$ cat config.mk
export PLATFORM = sky130hd
export DESIGN_NAME = sound_region_detector_unit
export DESIGN_NICKNAME = d
export VERILOG_FILES = /design/src/rtl/core/sru_pkg.sv /design/src/rtl/core/sru_front.sv /design/src/rtl/core/sru_queue.sv /design/src/rtl/core/sru_back.sv /design/src/rtl/core/sound_region_detector_unit.sv
export SDC_FILE = /design/constraint.sdc
export NUM_CORES = 1
export LEC_CHECK = 0
export ABC_AREA = 1
export BUFFER_PORTS_ARGS = -buffer_cell sky130_fd_sc_hd__buf_2
export CORE_MARGIN = 5
export CORE_UTILIZATION = 60
export DETAILED_ROUTE_END_ITERATION = 8
export GPL_TIMING_DRIVEN = 0
export PLACE_DENSITY_LB_ADDON = 0.25
export SYNTH_ARGS = -nofsm -noshare
export SYNTH_HDL_FRONTEND = slang
export SYNTH_SLANG_ARGS = --single-unit
export TNS_END_PERCENT = 20
$ cat constraint.sdc
create_clock -name clk -period 4.49 [get_ports clk]
set_input_delay 0.898 -clock clk [delete_from_list [all_inputs] [get_ports clk]]
set_output_delay 0.898 -clock clk [all_outputs]
set_load 0.05 [all_outputs]
$ cat src/rtl/core/sru_pkg.sv
// sound region detector shared package
// word and configuration types, register map and reset values
// no dependencies
package sru_pkg;

    localparam int ENV_W    = 17;
    localparam int THR_W    = 16;
    localparam int ADDR_W   = 5;
    localparam int DATA_W   = 32;

    localparam logic [2:0] REG_START_THR = 3'd0;
    localparam logic [2:0] REG_END_THR   = 3'd1;
    localparam logic [2:0] REG_HOLD      = 3'd2;
    localparam logic [2:0] REG_MIN_LEN   = 3'd3;
    localparam logic [2:0] REG_CHANNELS  = 3'd4;

    localparam logic [THR_W-1:0] RST_START_THR = 16'd380;
    localparam logic [THR_W-1:0] RST_END_THR   = 16'd90;
    localparam logic [THR_W-1:0] RST_HOLD      = 16'd28;
    localparam logic [THR_W-1:0] RST_MIN_LEN   = 16'd20;
    localparam logic [1:0]       RST_CHANNELS  = 2'd1;

    typedef struct packed {
        logic [THR_W-1:0] start_thr;
        logic [THR_W-1:0] end_thr;
        logic [THR_W-1:0] hold;
        logic [THR_W-1:0] min_len;
        logic [1:0]       channels;
    } sru_cfg_t;

    typedef struct packed {
        logic             eos;
        logic [ENV_W-1:0] env;
    } sru_item_t;

endpackage

$ cat src/rtl/core/sru_front.sv
// front end: forms the envelope of each input word, the larger channel magnitude when two channels are on
// depends on sru_pkg
module sru_front #(
    parameter int MAX_CHANNELS = 2
) (
    input  logic signed [15:0] sample_first,
    input  logic signed [15:0] sample_second,
    input  logic               end_of_stream,
    input  sru_pkg::sru_cfg_t  cfg,
    output sru_pkg::sru_item_t item
);
    import sru_pkg::*;

    logic [ENV_W-1:0] abs_first;
    logic [ENV_W-1:0] abs_second;
    logic             use_second;

    // magnitude, so the most negative sample gives 32768
    assign abs_first  = sample_first[15] ? ({1'b0, ~sample_first} + 17'd1)
                                         : {1'b0, sample_first};
    assign abs_second = sample_second[15] ? ({1'b0, ~sample_second} + 17'd1)
                                          : {1'b0, sample_second};

    // counts of two and three both mean two channels
    assign use_second = (MAX_CHANNELS >= 2) && cfg.channels[1];

    always_comb
    begin
        item.eos = end_of_stream;
        if (use_second && (abs_second > abs_first))
        begin
            item.env = abs_second;
        end
        else
        begin
            item.env = abs_first;
        end
    end

endmodule

$ cat src/rtl/core/sru_queue.sv
// two-entry word queue between front and back
// depends on sru_pkg
module sru_queue (
    input  logic               clk,
    input  logic               rst_n,
    input  logic               push,
    input  sru_pkg::sru_item_t push_item,
    output logic               full,
    input  logic               pop,
    output logic               head_valid,
    output sru_pkg::sru_item_t head_item
);
    import sru_pkg::*;

    sru_item_t  slot_reg [2];
    logic       wr_ptr_reg;
    logic       wr_ptr_next;
    logic       rd_ptr_reg;
    logic       rd_ptr_next;
    logic [1:0] count_reg;
    logic [1:0] count_next;

    assign full       = (count_reg == 2'd2);
    assign head_valid = (count_reg != 2'd0);
    assign head_item  = slot_reg[rd_ptr_reg];

    always_comb
    begin
        wr_ptr_next = push ? ~wr_ptr_reg : wr_ptr_reg;
        rd_ptr_next = pop ? ~rd_ptr_reg : rd_ptr_reg;
        count_next  = count_reg;
        if (push && !pop)
        begin
            count_next = count_reg + 2'd1;
        end
        else if (pop && !push)
        begin
            count_next = count_reg - 2'd1;
        end
    end

    always_ff @(posedge clk)
    begin
        if (push)
        begin
            slot_reg[wr_ptr_reg] <= push_item;
        end
    end

    always_ff @(posedge clk or negedge rst_n)
    begin
        if (!rst_n)
        begin
            wr_ptr_reg <= 1'b0;
            rd_ptr_reg <= 1'b0;
            count_reg  <= 2'd0;
        end
        else
        begin
            wr_ptr_reg <= wr_ptr_next;
            rd_ptr_reg <= rd_ptr_next;
            count_reg  <= count_next;
        end
    end

`ifndef SYNTHESIS
    a_count_range: assert property (@(posedge clk) disable iff (!rst_n)
        count_reg != 2'd3)
        else $error("queue count out of range");

    a_push_grows: assert property (@(posedge clk) disable iff (!rst_n)
        (push && !pop) |=> (count_reg == $past(count_reg) + 2'd1))
        else $error("queue push lost");

    a_full_ptrs: assert property (@(posedge clk) disable iff (!rst_n)
        full |-> (wr_ptr_reg == rd_ptr_reg))
        else $error("queue pointers disagree with count");
`endif

endmodule

$ cat src/rtl/core/sru_back.sv
// back end: region tracking, hold and length checks, result register
// depends on sru_pkg
module sru_back #(
    parameter int FRAME_BITS = 32
) (
    input  logic               clk,
    input  logic               rst_n,
    input  sru_pkg::sru_cfg_t  cfg,
    input  logic               head_valid,
    input  sru_pkg::sru_item_t head_item,
    output logic               pop,
    output logic               out_valid,
    input  logic               out_ready,
    output logic [31:0]        region_start,
    output logic [31:0]        region_end,
    output logic               closed_by_stream_end
);
    import sru_pkg::*;

    localparam logic [FRAME_BITS-1:0] FRAME_MAX = '1;

    logic                  open_reg;
    logic                  open_next;
    logic [FRAME_BITS-1:0] start_reg;
    logic [FRAME_BITS-1:0] start_next;
    logic [FRAME_BITS-1:0] end_reg;
    logic [FRAME_BITS-1:0] end_next;
    logic [15:0]           quiet_reg;
    logic [15:0]           quiet_next;
    logic [FRAME_BITS-1:0] frame_reg;
    logic [FRAME_BITS-1:0] frame_next;

    logic                  out_valid_reg;
    logic                  out_valid_next;
    logic [FRAME_BITS-1:0] out_start_reg;
    logic [FRAME_BITS-1:0] out_start_next;
    logic [FRAME_BITS-1:0] out_end_reg;
    logic [FRAME_BITS-1:0] out_end_next;
    logic                  out_eos_reg;
    logic                  out_eos_next;

    logic [FRAME_BITS-1:0] frame_inc;
    logic [15:0]           quiet_inc;
    logic [FRAME_BITS-1:0] span;
    logic                  long_enough;
    logic                  loud_start;
    logic                  loud_end;
    logic                  emit;
    logic                  emit_eos;
    logic [FRAME_BITS+31:0] start_ext;
    logic [FRAME_BITS+31:0] end_ext;

    assign pop = head_valid && (!out_valid_reg || out_ready);

    // saturating counters
    assign frame_inc = (frame_reg == FRAME_MAX) ? frame_reg : frame_reg + 1'b1;
    assign quiet_inc = (quiet_reg == 16'hFFFF) ? quiet_reg : quiet_reg + 16'd1;

    assign span        = end_reg - start_reg;
    assign long_enough = (end_reg > start_reg) && (span >= FRAME_BITS'(cfg.min_len));
    assign loud_start  = head_item.env >= {1'b0, cfg.start_thr};
    assign loud_end    = head_item.env >= {1'b0, cfg.end_thr};

    always_comb
    begin
        open_next  = open_reg;
        start_next = start_reg;
        end_next   = end_reg;
        quiet_next = quiet_reg;
        frame_next = frame_reg;
        emit       = 1'b0;
        emit_eos   = 1'b0;
        if (pop)
        begin
            if (head_item.eos)
            begin
                emit       = open_reg && long_enough;
                emit_eos   = 1'b1;
                open_next  = 1'b0;
                quiet_next = 16'd0;
                frame_next = '0;
            end
            else
            begin
                frame_next = frame_inc;
                if (!open_reg)
                begin
                    if (loud_start)
                    begin
                        open_next  = 1'b1;
                        start_next = frame_reg;
                        end_next   = frame_inc;
                        quiet_next = 16'd0;
                    end
                end
                else if (loud_end)
                begin
                    end_next   = frame_inc;
                    quiet_next = 16'd0;
                end
                else if (quiet_inc >= cfg.hold)
                begin
                    // hold reached, region closes
                    emit       = long_enough;
                    open_next  = 1'b0;
                    quiet_next = 16'd0;
                end
                else
                begin
                    quiet_next = quiet_inc;
                end
            end
        end
    end

    always_comb
    begin
        out_start_next = out_start_reg;
        out_end_next   = out_end_reg;
        out_eos_next   = out_eos_reg;
        out_valid_next = out_ready ? 1'b0 : out_valid_reg;
        if (emit)
        begin
            out_valid_next = 1'b1;
            out_start_next = start_reg;
            out_end_next   = end_reg;
            out_eos_next   = emit_eos;
        end
    end

    always_ff @(posedge clk)
    begin
        start_reg     <= start_next;
        end_reg       <= end_next;
        out_start_reg <= out_start_next;
        out_end_reg   <= out_end_next;
        out_eos_reg   <= out_eos_next;
    end

    always_ff @(posedge clk or negedge rst_n)
    begin
        if (!rst_n)
        begin
            open_reg      <= 1'b0;
            quiet_reg     <= 16'd0;
            frame_reg     <= '0;
            out_valid_reg <= 1'b0;
        end
        else
        begin
            open_reg      <= open_next;
            quiet_reg     <= quiet_next;
            frame_reg     <= frame_next;
            out_valid_reg <= out_valid_next;
        end
    end

    // low 32 bits of the frame indices
    assign start_ext            = {32'd0, out_start_reg};
    assign end_ext              = {32'd0, out_end_reg};
    assign out_valid            = out_valid_reg;
    assign region_start         = start_ext[31:0];
    assign region_end           = end_ext[31:0];
    assign closed_by_stream_end = out_eos_reg;

`ifndef SYNTHESIS
    a_idle_quiet: assert property (@(posedge clk) disable iff (!rst_n)
        !open_reg |-> (quiet_reg == 16'd0))
        else $error("quiet count left over from a closed region");

    a_result_order: assert property (@(posedge clk) disable iff (!rst_n)
        out_valid_reg |-> (out_end_reg > out_start_reg))
        else $error("reported region is empty");

    a_eos_restart: assert property (@(posedge clk) disable iff (!rst_n)
        (pop && head_item.eos) |=> (frame_reg == '0) && !open_reg)
        else $error("end of stream did not restart numbering");
`endif

endmodule

$ cat src/rtl/core/sound_region_detector_unit.sv
// sound region detector top level: register file, front, queue and back
// path: an accepted word is registered in the queue before the back end updates its region state and result register
// throughput: one word per cycle while no result waits on out_ready; a waiting result stalls the queue and in_ready
// reset: registers return to their defaults, region closed, frame count zero
// depends on sru_pkg, sru_front, sru_queue, sru_back
module sound_region_detector_unit #(
    parameter int FRAME_BITS   = 32,
    parameter int MAX_CHANNELS = 2
) (
    input  logic                        clk,
    input  logic                        rst_n,
    input  logic                        psel,
    input  logic                        penable,
    input  logic                        pwrite,
    input  logic [sru_pkg::ADDR_W-1:0]  paddr,
    input  logic [sru_pkg::DATA_W-1:0]  pwdata,
    output logic [sru_pkg::DATA_W-1:0]  prdata,
    output logic                        pready,
    input  logic                        in_valid,
    output logic                        in_ready,
    input  logic signed [15:0]          sample_first,
    input  logic signed [15:0]          sample_second,
    input  logic                        end_of_stream,
    output logic                        out_valid,
    input  logic                        out_ready,
    output logic [31:0]                 region_start,
    output logic [31:0]                 region_end,
    output logic                        closed_by_stream_end
);
    import sru_pkg::*;

    sru_cfg_t   cfg_reg;
    sru_cfg_t   cfg_next;
    logic       wr_en;
    logic [2:0] reg_idx;
    sru_item_t  front_item;
    sru_item_t  head_item;
    logic       q_full;
    logic       head_valid;
    logic       pop;
    logic       push;

    assign pready  = 1'b1;
    assign reg_idx = paddr[4:2];
    assign wr_en   = psel && penable && pwrite;

    always_comb
    begin
        cfg_next = cfg_reg;
        if (wr_en)
        begin
            case (reg_idx)
                REG_START_THR: cfg_next.start_thr = pwdata[15:0];
                REG_END_THR:   cfg_next.end_thr   = pwdata[15:0];
                REG_HOLD:      cfg_next.hold      = pwdata[15:0];
                REG_MIN_LEN:   cfg_next.min_len   = pwdata[15:0];
                REG_CHANNELS:  cfg_next.channels  = pwdata[1:0];
                default:       cfg_next           = cfg_reg;
            endcase
        end
    end

    always_comb
    begin
        case (reg_idx)
            REG_START_THR: prdata = {16'd0, cfg_reg.start_thr};
            REG_END_THR:   prdata = {16'd0, cfg_reg.end_thr};
            REG_HOLD:      prdata = {16'd0, cfg_reg.hold};
            REG_MIN_LEN:   prdata = {16'd0, cfg_reg.min_len};
            REG_CHANNELS:  prdata = {30'd0, cfg_reg.channels};
            default:       prdata = '0;
        endcase
    end

    always_ff @(posedge clk or negedge rst_n)
    begin
        if (!rst_n)
        begin
            cfg_reg.start_thr <= RST_START_THR;
            cfg_reg.end_thr   <= RST_END_THR;
            cfg_reg.hold      <= RST_HOLD;
            cfg_reg.min_len   <= RST_MIN_LEN;
            cfg_reg.channels  <= RST_CHANNELS;
        end
        else
        begin
            cfg_reg <= cfg_next;
        end
    end

    assign in_ready = !q_full;
    assign push     = in_valid && in_ready;

    sru_front #(
        .MAX_CHANNELS (MAX_CHANNELS)
    ) u_front (
        .sample_first  (sample_first),
        .sample_second (sample_second),
        .end_of_stream (end_of_stream),
        .cfg           (cfg_reg),
        .item          (front_item)
    );

    sru_queue u_queue (
        .clk        (clk),
        .rst_n      (rst_n),
        .push       (push),
        .push_item  (front_item),
        .full       (q_full),
        .pop        (pop),
        .head_valid (head_valid),
        .head_item  (head_item)
    );

    sru_back #(
        .FRAME_BITS (FRAME_BITS)
    ) u_back (
        .clk                  (clk),
        .rst_n                (rst_n),
        .cfg                  (cfg_reg),
        .head_valid           (head_valid),
        .head_item            (head_item),
        .pop                  (pop),
        .out_valid            (out_valid),
        .out_ready            (out_ready),
        .region_start         (region_start),
        .region_end           (region_end),
        .closed_by_stream_end (closed_by_stream_end)
    );

endmodule
==> results of run 1 <==
power breakdown:
part	internal, mW	switching [mW]	leakage, nW
clock network	1.75	1.04	0.562
logic	1.88	4.20	6.02
registers	3.62	0.501	3.10
total	7.25	5.74	9.68
through the flow:
stage	area, µm²	std cells	hold WS (ns)	setup slack [ns]
floorplan	17400	2146	0.426	0.403
global placement	18600	2670	0.436	-0.764
CTS	19800	2728	0.272	0.107
detailed placement	18600	2672	0.434	0.0930
finish	19800	2728	0.269	0.260
global route	19800	2728	0.285	0.000128
routing by layer:
layer	vias up	track usage, %
met3	73	5.66
met1	7117	43.3
li1	7227	-
met4	0	5.52
met2	715	45.6
met5	-	0
critical path, stage by stage, from the launching register on:
cell,delay (ns)
edfxtp_1,0.40
inv_1,0.06
ha_1,0.22
fa_1,0.41
inv_1,0.11
nand3_1,0.07
nand2_1,0.15
nand2_1,0.07
nand2_1,0.14
nand2_1,0.07
nand2_1,0.12
xor2_1,0.24
ha_1,0.29
nand2_1,0.06
nor2_1,0.04
a211oi_1,0.20
nand3_1,0.12
nor2_1,0.21
nand3_1,0.11
nor2_1,0.11
nand2_1,0.15
nand2_2,0.18
inv_4,0.17
buf_12,0.24
final cells by class:
| type | count | area [µm²] |
|---|---|---|
| Inverter | 354 | 1330 |
| Sequential cell | 285 | 7980 |
| Clock inverter | 14 | 229 |
| Timing Repair Buffer | 142 | 754 |
| Buffer | 52 | 282 |
| Clock buffer | 42 | 903 |
| Tap cell | 384 | 480 |
| Multi-Input combinational cell | 1455 | 7800 |
| Fill cell | 2301 | 8870 |
kinds of logic after synthesis:
logic type / count (synthesis)
buffers and inverters: 406
adder cells (fa/ha/maj): 119
XOR/XNOR: 72
other: 2
flip-flops: 285
multiplexers: 2
AO/OA/AOI/OAI: 238
AND/OR/NAND/NOR: 1003
layout by cell type (no fill, tap or decap), drive strengths merged, types with 4 or more instances in the layout:
cell / instances
inv: 356
a22oi: 16
clkbuf: 69
ha: 118
nand3b: 8
a31oi: 4
dfstp: 16
o21ai: 136
dfrtp: 104
a21oi: 59
edfxtp: 165
nor4: 9
bufinv: 6
nor3: 41
nand4: 44
nand2: 671
a22o: 6
buf: 167
o211ai: 4
xnor2: 14
conb: 21
and3: 5
nand3: 81
nor2: 141
clkinv: 6
xor2: 58
path summary, 6_finish.rpt:
| kind | start | to | cells after the start |
|---|---|---|---|
| min in group clk | u_back.start_reg[20]$_DFFE_PP_ | u_back.region_start[20]$_DFFE_PP_ | 0 |
| hold reg to reg | u_back.start_reg[20]$_DFFE_PP_ | u_back.region_start[20]$_DFFE_PP_ | 0 |
| setup reg to reg | u_back.end_reg[0]$_DFFE_PP_ | u_back.region_end[21]$_DFFE_PP_ | 23 |
| hold / removal | rst_n | u_queue.count_reg[0]$_DFFE_PN0P_ | 1 |
| max in group asynchronous | rst_n | cfg_reg[52]$_DFFE_PN1P_ | 2 |
| setup / recovery | u_back.end_reg[0]$_DFFE_PP_ | u_back.region_end[21]$_DFFE_PP_ | 23 |
==> flow_summary.toml, run 1 <==
[clocking]
cts_resized = 0
clk_pin_slew_ns = 0.07
cts_made_buffers = 30
cts_sinks = 285
clock_latency_ns = 0.56
clk_path_buf_depth = 3
cts_tree = "done"
postCtsSetupBuffers = 0
cts.hold.buffers_added = 0
htree_levels = 1
cts_root_buf = "clkbuf_16"

[sta]
hold_violations = 0
clock.fmax_ghz = 0.236
finalCritPeriodShare_pct = 94.2
setup_viol = 0
setup_tns_ns = 0
worst_slew_pin_slew_ns = 1.03
fin_crit_ns = 4.23
maxSlewViolCount = 0
slew_headroom_pct = 31.0
rsz0062_at_grt = "no"
skew_ns = 0.0222

[synthesis]
async_flop_share_pct = 42.1
synthTopCellsByCount = "nand2_1, inv_1, edfxtp_1"
synth_top_area_share_pct = 28.6
synth-simple-area-share_pct = 24.5
synth_flop_cell = "edfxtp_1"
synth_compound_area_share_pct = 7.55
syn_area_um2 = 17300
yosys.cell_types.count = 52
syn_inst = 2127
synth-adder-area-share_pct = 8.65
yosysMostFrequentCell = "nand2_1"
synth.yosys.seq_area_share_pct = 46.1
netlist.top_cell.by_area = "edfxtp_1"
synth-edff-count = 165
synth.avg_cell_area_um2 = 8.13
ys_ff_latch = 285
synth_top_family_by_area = "simple AND/OR/NAND/NOR gates"
synthMuxAreaShare_pct = 0.116
synthXorXnorAreaFrac_pct = 3.69
yosysWarnings = 0
ys_top_cells_by_area = "edfxtp_1, dfrtp_1, nand2_1, ha_1, inv_1"

[drt]
drt-initial-drc-count = 1640
via_count = 15100
drt_wl_total_um = 48000
topRoutingLayerUsed = "met4"
drtPass1Iterations = 5
drc = 0
ant_nets = 0
drt-met1-wl_um = 20700
routedWlPerCell_um = 17.6
wl_met3_um = 5200
vias_per_cell = 5.55
wl_met2_um = 21200

[floorplanning]
die_x_um = 180
io_pins = 177
die_area_um2 = 32300
initial_core_util_pct = 60.4
rows = 62
die_height_um = 180
core_area_um2 = 28600

[finish]
nets = 2516
largest_register_ffs = 66
antenna_cells = 0
area_delta_synth_final_pct = 14.2
utilization_pct = 69.0
final_layout_size_suffix_gt1_share_pct = 11.7

[setup_path]
cp.arrival_ns = 4.52
cp.required_ns = 4.78
cp-end-kind = "flop"
critPathMaxFanout = 39
crit_type = "flop to flop"
cp-start-kind = "flop"
regToRegSetupSlack_ns = 0.26

[pwr]
peakVddDrop_v = 0.000344
p_leak_nw = 9.68
power_density_nw_per_um2 = 657
power_mw = 13.0

[global_routing]
grt_pass1_vias = 14400
grt_max_degree = 80
grt_pass1_wl_um = 76800
antenna_found_initial = 0
gr-total-overflow = 0
track_usage_pct = 29.2

[placed_design]
hpwl_um = 37500
gp_congestion = 0.951
io_buffers = 140

[min_path]
hold_path.class = "input port to async pin"

[status]
status = "completed"

[job]
maxCapViolCount = 0
(Power assumes the default switching activity.)
==> inputs of run 2 (changes only) <==
- ABC_AREA: 1 -> 0
- CORE_UTILIZATION: 60 -> 54
- clock period: 4.49 -> 3.7 ns (I/O delays scaled with it)
==> run 2 against run 1 <==
- the run now ends with setup timing left
- core utilization down 5.1 points
- die area up 6.4%
- worst setup slack worse by 1.3 ns
==> flow_summary.toml, run 2 <==
[floorplanning]
die_area_um2 = 34400
rows = 64
die_x_um = 185
initial_core_util_pct = 54.5
die_height_um = 185
core_area_um2 = 30500
io_pins = 177

[setup_path]
slowest_stage = "or4_4"
path_buf_inv = 2
crit_type = "flop to flop"
cp_top_family = "compound AO/OA/AOI/OAI gates"
path_cells = "ha_2, fa_2, nand2b_4, a21oi_4, nor2_4, o21ai_2, a21o_1, a21oi_2, xnor2_2, ha_1, a21oi_2, nand2_1, a221oi_2, o22ai_1, or4_4, a2111oi_4, o2111ai_2, nor2_4, nor2_4, buf_4, buf_4"
regToRegSetupSlack_ns = -1.02
cp-end-kind = "flop"
critPathMaxFanout = 4
crit_top_cell = "nor2_4"
cpPeakStageDelay_ns = 0.44
cp.arrival_ns = 5.05
cp-start-kind = "flop"
cp.required_ns = 4.03

[min_path]
hold_path.class = "input port to async pin"

[synthesis]
synth_compound_area_share_pct = 13.8
synthTopCellsByCount = "edfxtp_1, nand2_1, inv_1"
synth-simple-area-share_pct = 12.1
synth.yosys.seq_area_share_pct = 48.0
ys_ff_latch = 285
async_flop_share_pct = 42.1
yosys.cell_types.count = 80
yosysWarnings = 0
synthXorXnorAreaFrac_pct = 4.64
synth-adder-area-share_pct = 9.00
syn_area_um2 = 16600
synth_flop_cell = "edfxtp_1"
synthMuxAreaShare_pct = 7.16
yosysMostFrequentCell = "edfxtp_1"
ys_top_cells_by_area = "edfxtp_1, dfrtp_1, ha_1, mux2_2, nand2_1"
synth_top_area_share_pct = 29.8
synth.avg_cell_area_um2 = 10.8
netlist.top_cell.by_area = "edfxtp_1"
synth-edff-count = 165
syn_inst = 1540
synth_top_family_by_area = "compound AO/OA/AOI/OAI gates"

[drt]
drc = 0
ant_nets = 0
wl_met3_um = 2390
topRoutingLayerUsed = "met5"
via_count = 12700
wl_met2_um = 22400
drt-met1-wl_um = 18300
vias_per_cell = 5.85
drtPass1Iterations = 5
drt-initial-drc-count = 981
drt_wl_total_um = 44300
routedWlPerCell_um = 20.4

[placed_design]
place_area_um2 = 18100
dp_cells = 2101
gp_congestion = 0.936
hpwl_um = 34200
place_ws_ns = -1.53
io_buffers = 141

[sta]
skew_ns = 0.00735
slew_headroom_pct = 18.1
maxSlewViolCount = 0
setup_tns_ns = -68.63
worst_slew_pin_slew_ns = 1.22
finalCritPeriodShare_pct = 128
setup_viol = 116
rsz0062_at_grt = "yes"
worst_slack_ns = -1.02
fin_crit_ns = 4.72
whs_ns = 0.143
hold_violations = 0
clock.fmax_ghz = 0.212

[pwr]
power_density_nw_per_um2 = 802
p_leak_nw = 8.48
peakVddDrop_v = 0.000455
power_mw = 15.7

[finish]
final_common_cell = "edfxtp_1"
final_cell_mix = "edfxtp_1, buf_2, nand2_1"
utilization_pct = 64.0
final_cell_area_um2 = 19500
nets = 1951
area_delta_synth_final_pct = 17.4
final_layout_size_suffix_gt1_share_pct = 22.7
largest_register_ffs = 66
stdcell_count = 2174
antenna_cells = 0

[global_routing]
grt_pass1_wl_um = 69900
grt_pass1_vias = 12800
grt_max_degree = 65
track_usage_pct = 25.7
antenna_found_initial = 1
gr-total-overflow = 0

[clocking]
clk_pin_slew_ns = 0.06
cts_made_buffers = 29
cts_tree = "done"
htree_levels = 1
clk_path_buf_depth = 3
cts_sinks = 285
cts_root_buf = "clkbuf_16"
clock_latency_ns = 0.56

[status]
violations = "setup timing"
status = "finished with violations"

[job]
maxCapViolCount = 0
==> run 2: changes by cell type after synthesis, sizes merged, moves of 22 or more <==
cell and delta:
nand3 -40, nand2 -530, nor3 -22, inv -216, a21o +30, o31ai +22, xnor2 +36, nor2 -83
nor2b +22, mux2 +57
==> run 2: path summary, 6_finish.rpt <==
| kind | start | end | cells past startpoint |
|---|---|---|---|
| setup / recovery | u_back.start_reg[0]$_DFFE_PP_ | u_back.region_end[25]$_DFFE_PP_ | 21 |
| hold / removal | rst_n | u_back.frame_reg[25]$_DFFE_PN0P_ | 1 |
| setup reg to reg | u_back.start_reg[0]$_DFFE_PP_ | u_back.region_end[25]$_DFFE_PP_ | 21 |
| hold reg to reg | u_back.start_reg[13]$_DFFE_PP_ | u_back.region_start[13]$_DFFE_PP_ | 0 |
| max in group asynchronous | rst_n | cfg_reg[0]$_DFFE_PN1P_ | 2 |
| min in group clk | end_of_stream | u_queue.slot_reg[0][17]$_DFFE_PP_ | 1 |
==> run 2: kinds of logic (layout without fill, tap and decap cells) <==
| group | Yosys count | after routing |
|---|---|---|
| muxes | 93 | 93 |
| DFF | 285 | 285 |
| AOI/OAI and AO/OA | 355 | 355 |
| and+or+nand+nor | 394 | 395 |
| other | 2 | 21 |
| buffers and inverters | 204 | 422 |
| xor gates and xnor gates | 88 | 88 |
| adders and majority gates | 119 | 119 |
==> run 2: layout make-up <==
cell class | count | area (µm²)
plain buffers | 67 | 397
clock buffers | 37 | 766
clock inverters | 17 | 135
fillers | 2436 | 11000
inverters | 137 | 514
multi-input cells | 1071 | 8210
flip-flops and latches | 285 | 7980
well taps | 396 | 495
repair buffers | 164 | 1020
==> run 2: where the power goes <==
| part | internal (mW) | leakage [nW] | total [mW] | switching [mW] |
|---|---|---|---|---|
| logic | 2.90 | 5.00 | 7.98 | 5.08 |
| clock network | 1.60 | 0.440 | 2.82 | 1.23 |
| registers | 4.40 | 3.04 | 4.86 | 0.454 |
==> run 2: worst register-to-register path, stage by stage, from the launching register on <==
cell and delay [ns]:
edfxtp_1 0.41, ha_2 0.21, fa_2 0.35, nand2b_4 0.17
a21oi_4 0.19, nor2_4 0.07, o21ai_2 0.16, a21o_1 0.15
a21oi_2 0.07, xnor2_2 0.16, ha_1 0.35, a21oi_2 0.15
nand2_1 0.07, a221oi_2 0.31, o22ai_1 0.11, or4_4 0.44
a2111oi_4 0.30, o2111ai_2 0.20, nor2_4 0.21, nor2_4 0.11
buf_4 0.16, buf_4 0.15
==> run 2: routing by layer <==
layer,vias up,track usage [%]
met5,-,0
met4,2,6.93
met3,82,2.93
met2,421,46.1
met1,6178,33.3
li1,6038,-
==> run 2: repair_timing <==
action,in CTS,in global routing
setup endpoints to repair,179,165
setup buffers,14,2
hold buffers,0,0
pin swaps,15,2
cloned,3,0
gates resized for setup,49,6
